### src/rtl/rpn_ram.sv
// Generic single-write, dual-read synchronous RAM with registered read data.
// Stand-alone; no package needed.
module rpn_ram #(
    parameter int WIDTH  = 32,
    parameter int DEPTH  = 64,
    parameter int ADDR_W = $clog2(DEPTH)
) (
    input  logic              i_clk,
    input  logic              i_wr_en,
    input  logic [ADDR_W-1:0] i_wr_addr,
    input  logic [WIDTH-1:0]  i_wr_data,
    input  logic [ADDR_W-1:0] i_rd_addr_a,
    input  logic [ADDR_W-1:0] i_rd_addr_b,
    output logic [WIDTH-1:0]  o_rd_data_a,
    output logic [WIDTH-1:0]  o_rd_data_b
);

    logic [WIDTH-1:0] r_mem [DEPTH];
    logic [WIDTH-1:0] r_rd_a;
    logic [WIDTH-1:0] r_rd_b;

    // Write one entry, register both reads
    always_ff @(posedge i_clk) begin
        if (i_wr_en) begin
            r_mem[i_wr_addr] <= i_wr_data;
        end
        r_rd_a <= r_mem[i_rd_addr_a];
        r_rd_b <= r_mem[i_rd_addr_b];
    end

    assign o_rd_data_a = r_rd_a;
    assign o_rd_data_b = r_rd_b;

endmodule

### config.mk
export PLATFORM = sky130hd
export DESIGN_NAME = rpn_ram
export DESIGN_NICKNAME = d
export VERILOG_FILES = /design/src/rtl/rpn_ram.sv
export SDC_FILE = /design/constraint.sdc
export NUM_CORES = 2
export LEC_CHECK = 0
export ABC_AREA = 0
export BUFFER_PORTS_ARGS = -buffer_cell sky130_fd_sc_hd__buf_2
export CORE_MARGIN = 2
export CORE_UTILIZATION = 60
export CTS_CLUSTER_DIAMETER = 30
export DETAILED_ROUTE_END_ITERATION = 16
export PLACE_DENSITY = 0.82
export SETUP_SLACK_MARGIN = 0.05
export SLEW_MARGIN = 20
export SYNTH_ARGS = -nofsm -noshare
export SYNTH_HDL_FRONTEND = slang
export SYNTH_SLANG_ARGS = --single-unit
### constraint.sdc
create_clock -name i_clk -period 5.5 [get_ports i_clk]
set_input_delay 0.825 -clock i_clk [delete_from_list [all_inputs] [get_ports i_clk]]
set_output_delay 0.825 -clock i_clk [all_outputs]
set_load 0.05 [all_outputs]
==> run_results.csv <==
group,metric,value,unit
run_status,status,"complete, no violations",
detailed_routing,num_vias,60600,
global_route,grt_max_degree,92,
cts,clk_latency,1.00,ns
synth,yosysTopAreaCellShare,64.3,%
worst_setup_path,rr_startpoint,"r_mem[7][24]",
sta,fin_crit,3.34,ns
worst_hold_path,holdCritPathClass,"input port to flip-flop",
global_route,antenna_found_initial,37,
pwr,powerDensity,406,nW/um^2
placement,pre_cts_ws,1.42,ns
sta,max_freq,300,MHz
cts,htree_levels,5,
cts,holdBufCountCts,0,
synth,synth_top_cell_by_area,"edfxtp_1",
synth,syn_nets,4464,
synth,synth_area_per_cell,21.7,sq um
pwr,p_clk_share,53.8,%
global_route,grt_pass1_wl,455000,microns
placement,dp_hpwl,169000,microns
cts,cts_tree,"done",
synth,synth_edf_count,2048,
synth,synth_area_leaders,"edfxtp_1 64%, mux4_2 26%, mux2i_1 2.1%",
global_route,grt_usage,40.3,%
floorplan,rows,146,
floorplan,die_area,163000,sq um
worst_setup_path,cp-startpoint,"i_rd_addr_b[0]",
floorplan,start_util,60.4,%
sta,slew_violations,0,
floorplan,design.portCount,116,
sta,fin_worst_skew,0.0741,ns
placement,numPortBuffers,115,
detailed_routing,wl_per_cell,46.6,microns
worst_setup_path,crit_required,6.27,ns
worst_hold_path,hold_start,"i_wr_data[2]",
synth,ys_types,38,
synth,ys_seq_area_share,65.6,%
cells_and_area,drive_gt1_share,43.5,%
detailed_routing,vias_per_cell,8.41,
pwr,switching_share,24.4,%
global_route,grt_overflow,0,
pwr,ir_worst_vdd,0.000447,V
cts,cts_resized,0,
detailed_routing,drt-total-wl,336000,microns
pwr,p_sw,11.2,mW
synth,ys_seq_elements,2112,
cells_and_area,nNetsFinal,4843,
detailed_routing,ant_nets,0,
detailed_routing,drt_iter0_markers,12700,
sta,setup_viol_count_final,0,
pwr,p_leak,36.8,nW
job,drv_cap,0,
cts,post-cts-setup-buffers,0,
cells_and_area,area_growth,18.4,%
synth,yosys_warnings,0,
synth,netlist_area,95700,sq um
cts,clock-root-buffer,"clkbuf_16",
floorplan,fp.dieH,403,microns
worst_setup_path,cp-end-kind,"flip-flop",
sta,relSlewSlack,0.789,%
synth,async_flop_share,0,%
global_route,first_global_vias,60600,
cts,cts-buffers-inserted,399,
placement,placedInstanceArea,99600,sq um
floorplan,core_area,158000,sq um
sta,setup_ws,2.16,ns
floorplan,die_w,403,microns
pwr,p_int,34.8,mW
cts,path_clk_slew,0.04,ns
synth,yosysMostFrequentCell,"edfxtp_1",
worst_setup_path,critical_path_class,"input port to flip-flop",
detailed_routing,dr.pass1.iters,10,
sta,tightest_slew,1.49,ns
pwr,seqPwrFrac,39.1,%
worst_setup_path,cp-start-kind,"input port",
detailed_routing,drc,0,
worst_setup_path,path_max_fanout,59,
pwr,combinationalPowerShare,7.1,%
sta,final-hold-violation-count,0,
synth,syn_inst,4412,
synth,synth_commonest_cells,"2,048 x edfxtp_1, 1,124 x mux4_2, 204 x mux2i_1",
synth,synth_flop_cell,"edfxtp_1",
cts,cts.path.max_buffers,4,
cts,cts_sinks,2112,
worst_setup_path,cp.arrival,4.10,ns
sta,fin_setup_tns,0,ns
sta,fin_crit_sh,60.7,%
placement,place.gp.congestion,0.894,
sta,rsz0062_at_grt,"no",
cells_and_area,fin_util,71.5,%
cells_and_area,finalInstanceArea,113000,sq um
## cells by family (layout without fill, tap and decap cells)
kind of cell	Yosys count	after routing	share of synthesized area (%)
mux	1364	1364	29.0
buf+inv	348	1052	1.83
simple gates	248	248	1.13
other cells	0	22	0
flops	2112	2112	65.6
compound gates	340	340	2.39
## per-layer routing
metal  GRT usage (%)  routed length [microns]  up-vias
met5           0.624                      576        -
met4            25.7                    28200       50
met3            17.7                    61300     2048
met2            59.0                   149000     7853
met1            49.3                    96500    30200
li1                -                        -    20500
## power by group through the flow
| stage | registers, mW | clock network (mW) | logic (mW) |
|---|---|---|---|
| floorplan | 18.5 | 0 | 1.71 |
| global placement | 18.3 | 0 | 2.95 |
| detailed placement | 18.3 | 0 | 3.00 |
| CTS | 18.0 | 24.6 | 3.11 |
| global route | 18.0 | 25.3 | 3.31 |
| finish | 18.0 | 24.8 | 3.27 |
## final timing paths
| check | endpoint | slack [ns] | cells past startpoint |
|---|---|---|---|
| worst max-delay path | o_rd_data_b[12] | 2.16 | 7 |
| worst min-delay path | r_mem[30][2] | 0.28 | 1 |
| worst max register to register | o_rd_data_b[24] | 2.88 | 4 |
| worst min register to register | o_rd_data_b[19] | 0.92 | 4 |
## metrics by stage
step                total power, mW  std cells  hold slack (ns)
floorplan                      20.2       4412            0.780
global placement               21.2       6452            0.855
detailed placement             21.3       6454            0.877
CTS                            45.7       7180            0.433
global route                   46.6       7194            0.280
finish                         46.0       7210            0.283
## area by class of cell
class,count,area (sq um)
well taps,2072,2590
flip-flops and latches,2112,62800
inverters,1,3.75
clock inverters,284,3100
repair buffers,325,2770
fillers,7987,45100
diodes,22,55.1
multi-input cells,1952,31600
clock buffers,442,10300
## worst max-delay path: stages
cell and delay [ns]:
buf_8 0.60, buf_12 0.33, buf_4 0.32, mux4_2 0.55
mux4_2 0.49, o22ai_1 0.63, a21oi_1 0.28
## placed cells by master (no fill, tap or decap), types with 18 or more instances in the layout
cell type	count
mux2i_1	204
dfxtp_1	64
edfxtp_1	2048
clkbuf_1	29
bufinv_16	44
clkbuf_16	404
mux2_2	36
diode_2	22
a21oi_1	58
buf_12	35
o211ai_1	27
buf_4	199
inv_6	48
clkinvlp_4	45
o21ai_0	18
a22oi_1	85
o21ai_1	31
clkinv_2	49
nor2_4	63
nor2_1	31
clkinv_4	45
nand2_1	92
clkinv_1	35
mux4_2	1124
o22ai_1	56
buf_2	78
## sequential cells by signal (all words and copies together), names as in the netlist
signal / count
r_mem: 2048
o_rd_data_a: 32
o_rd_data_b: 32
Note: power is estimated with default switching activity, not from simulation.
