--- config.mk ---
export PLATFORM = sky130hd
export DESIGN_NAME = rpn_div
export DESIGN_NICKNAME = d
export VERILOG_FILES = /design/src/rtl/rpn_pkg.sv /design/src/rtl/rpn_div.sv
export SDC_FILE = /design/constraint.sdc
export NUM_CORES = 1
export LEC_CHECK = 0
export ABC_AREA = 1
export BUFFER_PORTS_ARGS = -buffer_cell sky130_fd_sc_hd__buf_2
export CORE_ASPECT_RATIO = 2
export CORE_MARGIN = 1
export CORE_UTILIZATION = 35
export DETAILED_ROUTE_END_ITERATION = 6
export PLACE_DENSITY_LB_ADDON = 0.25
export SYNTH_ARGS = -nofsm -noshare
export SYNTH_HDL_FRONTEND = slang
export SYNTH_SLANG_ARGS = --single-unit
--- constraint.sdc ---
create_clock -name i_clk -period 3.6 [get_ports i_clk]
set_input_delay 0.36 -clock i_clk [delete_from_list [all_inputs] [get_ports i_clk]]
set_output_delay 0.36 -clock i_clk [all_outputs]
set_load 0.005 [all_outputs]
--- src/rtl/rpn_pkg.sv ---
// Shared constants, types and helper functions for the RPN stack calculator.
// Used by the divider and the top level; depends on nothing else.
package rpn_pkg;

    // Stack geometry
    localparam int STACK_SLOTS = 64;
    localparam int CAPACITY    = STACK_SLOTS - 1;
    localparam int DEPTH_W     = $clog2(STACK_SLOTS);
    localparam int ADDR_W      = $clog2(CAPACITY);

    // Field widths
    localparam int VAL_W       = 32;
    localparam int OP_W        = 3;
    localparam int ST_W        = 3;
    localparam int OUT_DEPTH_W = 6;
    localparam int FRAC_W      = 16;

    // Opcodes
    localparam logic [OP_W-1:0] OP_PUSH = 3'd0;
    localparam logic [OP_W-1:0] OP_ADD  = 3'd1;
    localparam logic [OP_W-1:0] OP_SUB  = 3'd2;
    localparam logic [OP_W-1:0] OP_MUL  = 3'd3;
    localparam logic [OP_W-1:0] OP_DIV  = 3'd4;
    localparam logic [OP_W-1:0] OP_POP  = 3'd5;

    // Status codes
    localparam logic [ST_W-1:0] ST_OK    = 3'd0;
    localparam logic [ST_W-1:0] ST_OVER  = 3'd1;
    localparam logic [ST_W-1:0] ST_UNDER = 3'd2;
    localparam logic [ST_W-1:0] ST_DIVZ  = 3'd3;
    localparam logic [ST_W-1:0] ST_SAT   = 3'd4;

    // Saturation limits
    localparam logic [VAL_W-1:0] Q_MAX = 32'h7FFF_FFFF;
    localparam logic [VAL_W-1:0] Q_MIN = 32'h8000_0000;

    // Divider request and response
    typedef struct packed {
        logic             start;
        logic [VAL_W-1:0] dividend;
        logic [VAL_W-1:0] divisor;
    } t_div_req;

    typedef struct packed {
        logic             done;
        logic             ovf;
        logic [VAL_W-1:0] quotient;
    } t_div_rsp;

    // Saturate a 33-bit signed sum to 32 bits; top bit of the result flags saturation
    function automatic logic [VAL_W:0] sat_wide(input logic [VAL_W:0] v);
        logic [VAL_W:0] res;
        if (v[VAL_W] != v[VAL_W-1]) begin
            res = v[VAL_W] ? {1'b1, Q_MIN} : {1'b1, Q_MAX};
        end else begin
            res = {1'b0, v[VAL_W-1:0]};
        end
        return res;
    endfunction

    // Apply a sign to an unsigned magnitude and saturate; top bit flags saturation
    function automatic logic [VAL_W:0] sat_mag(input logic [47:0] mag, input logic neg);
        logic [VAL_W:0] res;
        if (neg) begin
            if (mag > 48'h0000_8000_0000) begin
                res = {1'b1, Q_MIN};
            end else begin
                res = {1'b0, 32'(32'd0 - mag[VAL_W-1:0])};
            end
        end else begin
            if (mag > 48'h0000_7FFF_FFFF) begin
                res = {1'b1, Q_MAX};
            end else begin
                res = {1'b0, mag[VAL_W-1:0]};
            end
        end
        return res;
    endfunction

    // Magnitude of a signed 32-bit value as unsigned 32 bits
    function automatic logic [VAL_W-1:0] mag_of(input logic [VAL_W-1:0] v);
        return v[VAL_W-1] ? 32'(32'd0 - v) : v;
    endfunction

endpackage

--- src/rtl/rpn_div.sv ---
// Radix-2 restoring divider for Q16.16 magnitudes: (dividend << 16) / divisor.
// Depends on rpn_pkg for the request and response structs.
module rpn_div (
    input  logic              i_clk,
    input  logic              i_rst_n,
    input  rpn_pkg::t_div_req i_req,
    output rpn_pkg::t_div_rsp o_rsp
);

    localparam int CNT_W = $clog2(rpn_pkg::VAL_W + 1);

    logic                      r_busy;
    logic [CNT_W-1:0]          r_cnt;
    logic                      r_done;
    logic                      r_ovf;
    logic [rpn_pkg::VAL_W-1:0] r_rem;
    logic [rpn_pkg::VAL_W-1:0] r_quo;
    logic [rpn_pkg::VAL_W-1:0] r_den;

    logic [rpn_pkg::VAL_W:0]   trial;
    logic [rpn_pkg::VAL_W:0]   diff;
    logic                      q_bit;
    logic                      start_ovf;

    // Quotient would need more than 32 bits when the integer part of the dividend reaches the divisor
    assign start_ovf = {16'd0, i_req.dividend[rpn_pkg::VAL_W-1:rpn_pkg::FRAC_W]}
                       >= i_req.divisor;

    // One trial subtraction per cycle
    assign trial = {r_rem, r_quo[rpn_pkg::VAL_W-1]};
    assign diff  = trial - {1'b0, r_den};
    assign q_bit = !diff[rpn_pkg::VAL_W];

    always_ff @(posedge i_clk) begin
        if (!i_rst_n) begin
            r_busy <= 1'b0;
            r_cnt  <= '0;
            r_done <= 1'b0;
            r_ovf  <= 1'b0;
        end else begin
            r_done <= 1'b0;
            if (i_req.start) begin
                // Load, or finish at once on overflow
                r_den <= i_req.divisor;
                r_rem <= {16'd0, i_req.dividend[rpn_pkg::VAL_W-1:rpn_pkg::FRAC_W]};
                r_quo <= {i_req.dividend[rpn_pkg::FRAC_W-1:0], 16'd0};
                r_ovf <= start_ovf;
                if (start_ovf) begin
                    r_done <= 1'b1;
                end else begin
                    r_busy <= 1'b1;
                    r_cnt  <= CNT_W'(rpn_pkg::VAL_W);
                end
            end else if (r_busy) begin
                // Advance one quotient bit
                r_rem <= q_bit ? diff[rpn_pkg::VAL_W-1:0] : trial[rpn_pkg::VAL_W-1:0];
                r_quo <= {r_quo[rpn_pkg::VAL_W-2:0], q_bit};
                r_cnt <= r_cnt - 1'b1;
                if (r_cnt == CNT_W'(1)) begin
                    r_busy <= 1'b0;
                    r_done <= 1'b1;
                end
            end
        end
    end

    assign o_rsp.done     = r_done;
    assign o_rsp.ovf      = r_ovf;
    assign o_rsp.quotient = r_quo;

endmodule

==> impl_metrics.tcl <==
set metrics [dict create \
    portBuffers 100 \
    period_share 0.764 \
    syn_area_per_cell_um2 7.71 \
    htree_levels 3 \
    synth_ff_type "edfxtp_1" \
    p_int_mw 2.49 \
    fmax_ghz 0.364 \
    syn_area_um2 7540 \
    coreArea_um2 21000 \
    synth-async-reset-ratio 0 \
    grt_pass1_wl_mm 33.2 \
    post_drt_wl_per_cell_um 15.7 \
    dieHeight_um 210 \
    numCtsBuffers 9 \
    wl_met3_um 577 \
    p_clk_frac 0.258 \
    clock_skew_ns 0.00945 \
    post-cts-setup-buffer-count 0 \
    nets 1193 \
    dr_wl_met2_mm 11.9 \
    dieArea_um2 22200 \
    min_period_ns 2.75 \
    leakage_nw 4.33 \
    power_switching_mw 1.55 \
    synth.yosys.seq_area_share 0.406 \
    drc_errors 0 \
    crit_path_end_kind "flip-flop" \
    drive_gt1_frac 0.169 \
    synth_seq_cells 105 \
    post_cts_resized 0 \
    ys_warn_count 0 \
    synth_cells 978 \
    syn-num-nets 1096 \
    vias 6516 \
    dp_cells 1333 \
    insertion_delay_ns 0.38 \
    final.setup.tns_ns 0 \
    die_x_um 106 \
    cp-start-kind "flip-flop" \
    worstSetupPathType "reg2reg" \
    fillers 2286 \
    clk_pin_slew_ns 0.08 \
    cap_violations 0 \
    drtIter0Drc 244 \
    status "complete, no violations" \
    syn2layout_area_growth_pct 14.3 \
    ctsLongestPathBuffers 2 \
    setup_viol 0 \
    ios 101 \
    multi_input_area_um2 3740 \
    grt_overflow 0 \
    initial_core_util 0.359 \
    worst_pin_slew_ns 0.788 \
    holdCritPathClass "in2reg" \
    synth_edf_count 96 \
    postCtsHoldBufs 0 \
    power_mw 4.04 \
    antenna_found_initial 1 \
    root_buffer "clkbuf_16" \
    ir_drop_uv 340 \
    place_hpwl_mm 16.8 \
    slew-limit-headroom 0.473 \
    gp_congestion 0.915 \
    seqCellArea_um2 3060 \
    arrival_ns 2.89 \
    combPwrFrac 0.357 \
    synth_cell_type_count 39 \
    grt_max_degree 66 \
    grt_use_total 0.200 \
    drv_slew 0 \
    critPathMaxFanout 17 \
    final_antenna_net_count 0 \
    wl_met1_mm 7.26 \
    vias_per_cell 4.83 \
    wl_mm 21.2 \
    powerDensity_nw_per_um2 469 \
    first_global_vias 6565 \
    worstPathRequired_ns 3.74 \
    hold_violations 0 \
    cts_tree "built" \
    rows 75 \
    dr.pass1.iters 5 \
    seqPwrFrac 0.385 \
    clock-sinks 105 \
    top_layer_used "met4" \
    instances_no_fill 1350 \
    rsz0062_at_grt "false" \
    sw_frac_of_total 0.385 \
]
[flip-flops by register name, indices dropped and copies added, names as in the netlist]
signal  flops
r_rem      32
r_ovf       1
r_quo      32
r_done      1
r_cnt       6
r_busy      1
r_den      32
[synth_stat cells, types with 2 or more instances]
master	n	area (um2)
nand3_4	2	35.0
xnor2_1	9	78.8
o21bai_4	2	37.5
nand4_1	7	43.8
o21bai_1	11	82.6
nand2_2	15	93.8
nor2_2	13	81.3
or2_2	3	18.8
clkbuf_1	9	33.8
nor2_1	87	327
nor4_1	4	25.0
o21a_1	2	15.0
xor2_1	4	35.0
a21o_1	3	22.5
edfxtp_1	96	2880
nand3_1	63	315
buf_1	2	7.51
a21oi_4	2	32.5
nand2_1	303	1140
a21oi_1	44	220
buf_4	4	30.0
ha_1	50	626
nand2_4	6	67.6
buf_6	2	22.5
nor3_1	9	45.0
a21oi_2	4	35.0
o21bai_2	6	67.6
and2_1	2	12.5
nand3b_1	24	180
o21ai_0	10	50.1
inv_2	6	22.5
inv_1	159	597
dfxtp_1	9	180
[power by group through the flow]
stage	Sequential, mW	Clock [mW]	Combinational, mW
2_1_floorplan	1.57	0	1.05
3_3_place_gp	1.58	0	1.43
3_5_place_dp	1.58	0	1.43
4_1_cts	1.56	1.07	1.44
5_1_grt	1.57	1.11	1.61
6_report	1.56	1.04	1.44
[cells in the final DEF (no fill, tap or decap), drive strengths merged, types with 2 or more instances in the layout]
cell type  synthesis  routed
inv              165     169
nand2            325     325
dfxtp              9       9
o21a               2       2
nor2             100     100
clkbuf             9       9
a21oi             50      50
ha                50      50
o21bai            19      19
edfxtp            96      96
and2               2       2
xnor2              9       9
xor2               4       4
nand3             65      65
nor3              10      10
nand4              7       7
clkinv             0       2
or2                3       3
nand3b            24      24
o21ai             10      10
nor4               4       4
buf               10     105
a21o               3       3
[final cells by class]
class,count,share of cell area
Sequential cell,105,0.355
Clock inverter,7,0.00929
Inverter,165,0.0718
Timing Repair Buffer,105,0.0639
Multi-Input combinational cell,689,0.434
Antenna cell,1,0.000290
Tap cell,269,0.0390
Clock buffer,9,0.0261
[per-layer routing]
metal,up-vias,track usage
li1,3325,-
met1,2969,0.187
met3,68,0.0314
met4,0,0.147
met5,-,0
met2,154,0.382
[worst max-delay path, cell delays in order (launching register included)]
cell and delay [ns]:
edfxtp_1 0.40, inv_1 0.09, ha_1 0.14, inv_1 0.07, fa_1 0.45, nand2_1 0.10
nand2_1 0.07, nand3_1 0.11, nand2_2 0.10, nand2_2 0.09, nand2_4 0.06, nand2_4 0.10
nand2_4 0.07, nand2_4 0.18, nand2_4 0.21, a21oi_1 0.21, nor2_2 0.05
[worst paths after layout]
path	to	slack [ns]	from	cells after the start
worst max register to register	r_rem[28]$_SDFFCE_PP0P_	0.85	r_quo[31]$_DFFE_PP_	16
worst min register to register	r_ovf$_SDFFE_PN0P_	0.47	r_ovf$_SDFFE_PN0P_	2
worst min-delay path	r_den[6]$_DFFE_PP_	0.17	i_req[6]	1
worst max-delay path	r_rem[28]$_SDFFCE_PP0P_	0.85	r_quo[31]$_DFFE_PP_	16
[kinds of logic (layout without fill, tap and decap cells)]
family	count (synthesis)	count (layout)	share of synthesized area
other cells	0	1	0
compound gates	85	85	0.0755
flops	105	105	0.406
xor+xnor	13	13	0.0151
fa+ha+maj	51	51	0.0856
buf+inv	184	286	0.0979
simple gates	540	540	0.320
[metrics by stage]
| step | setup WS (ns) | util | area [um2] | hold slack [ns] |
|---|---|---|---|---|
| 4_1_cts | 0.878 | 0.410 | 8620 | 0.147 |
| 3_5_place_dp | 0.893 | 0.395 | 8310 | 0.460 |
| 3_3_place_gp | 0.969 | 0.395 | 8310 | 0.458 |
| 6_report | 0.850 | 0.410 | 8620 | 0.166 |
| 5_1_grt | 0.679 | 0.410 | 8620 | 0.153 |
| 2_1_floorplan | 1.08 | - | 7540 | 0.446 |
Note: power is estimated with default switching activity, not from simulation.
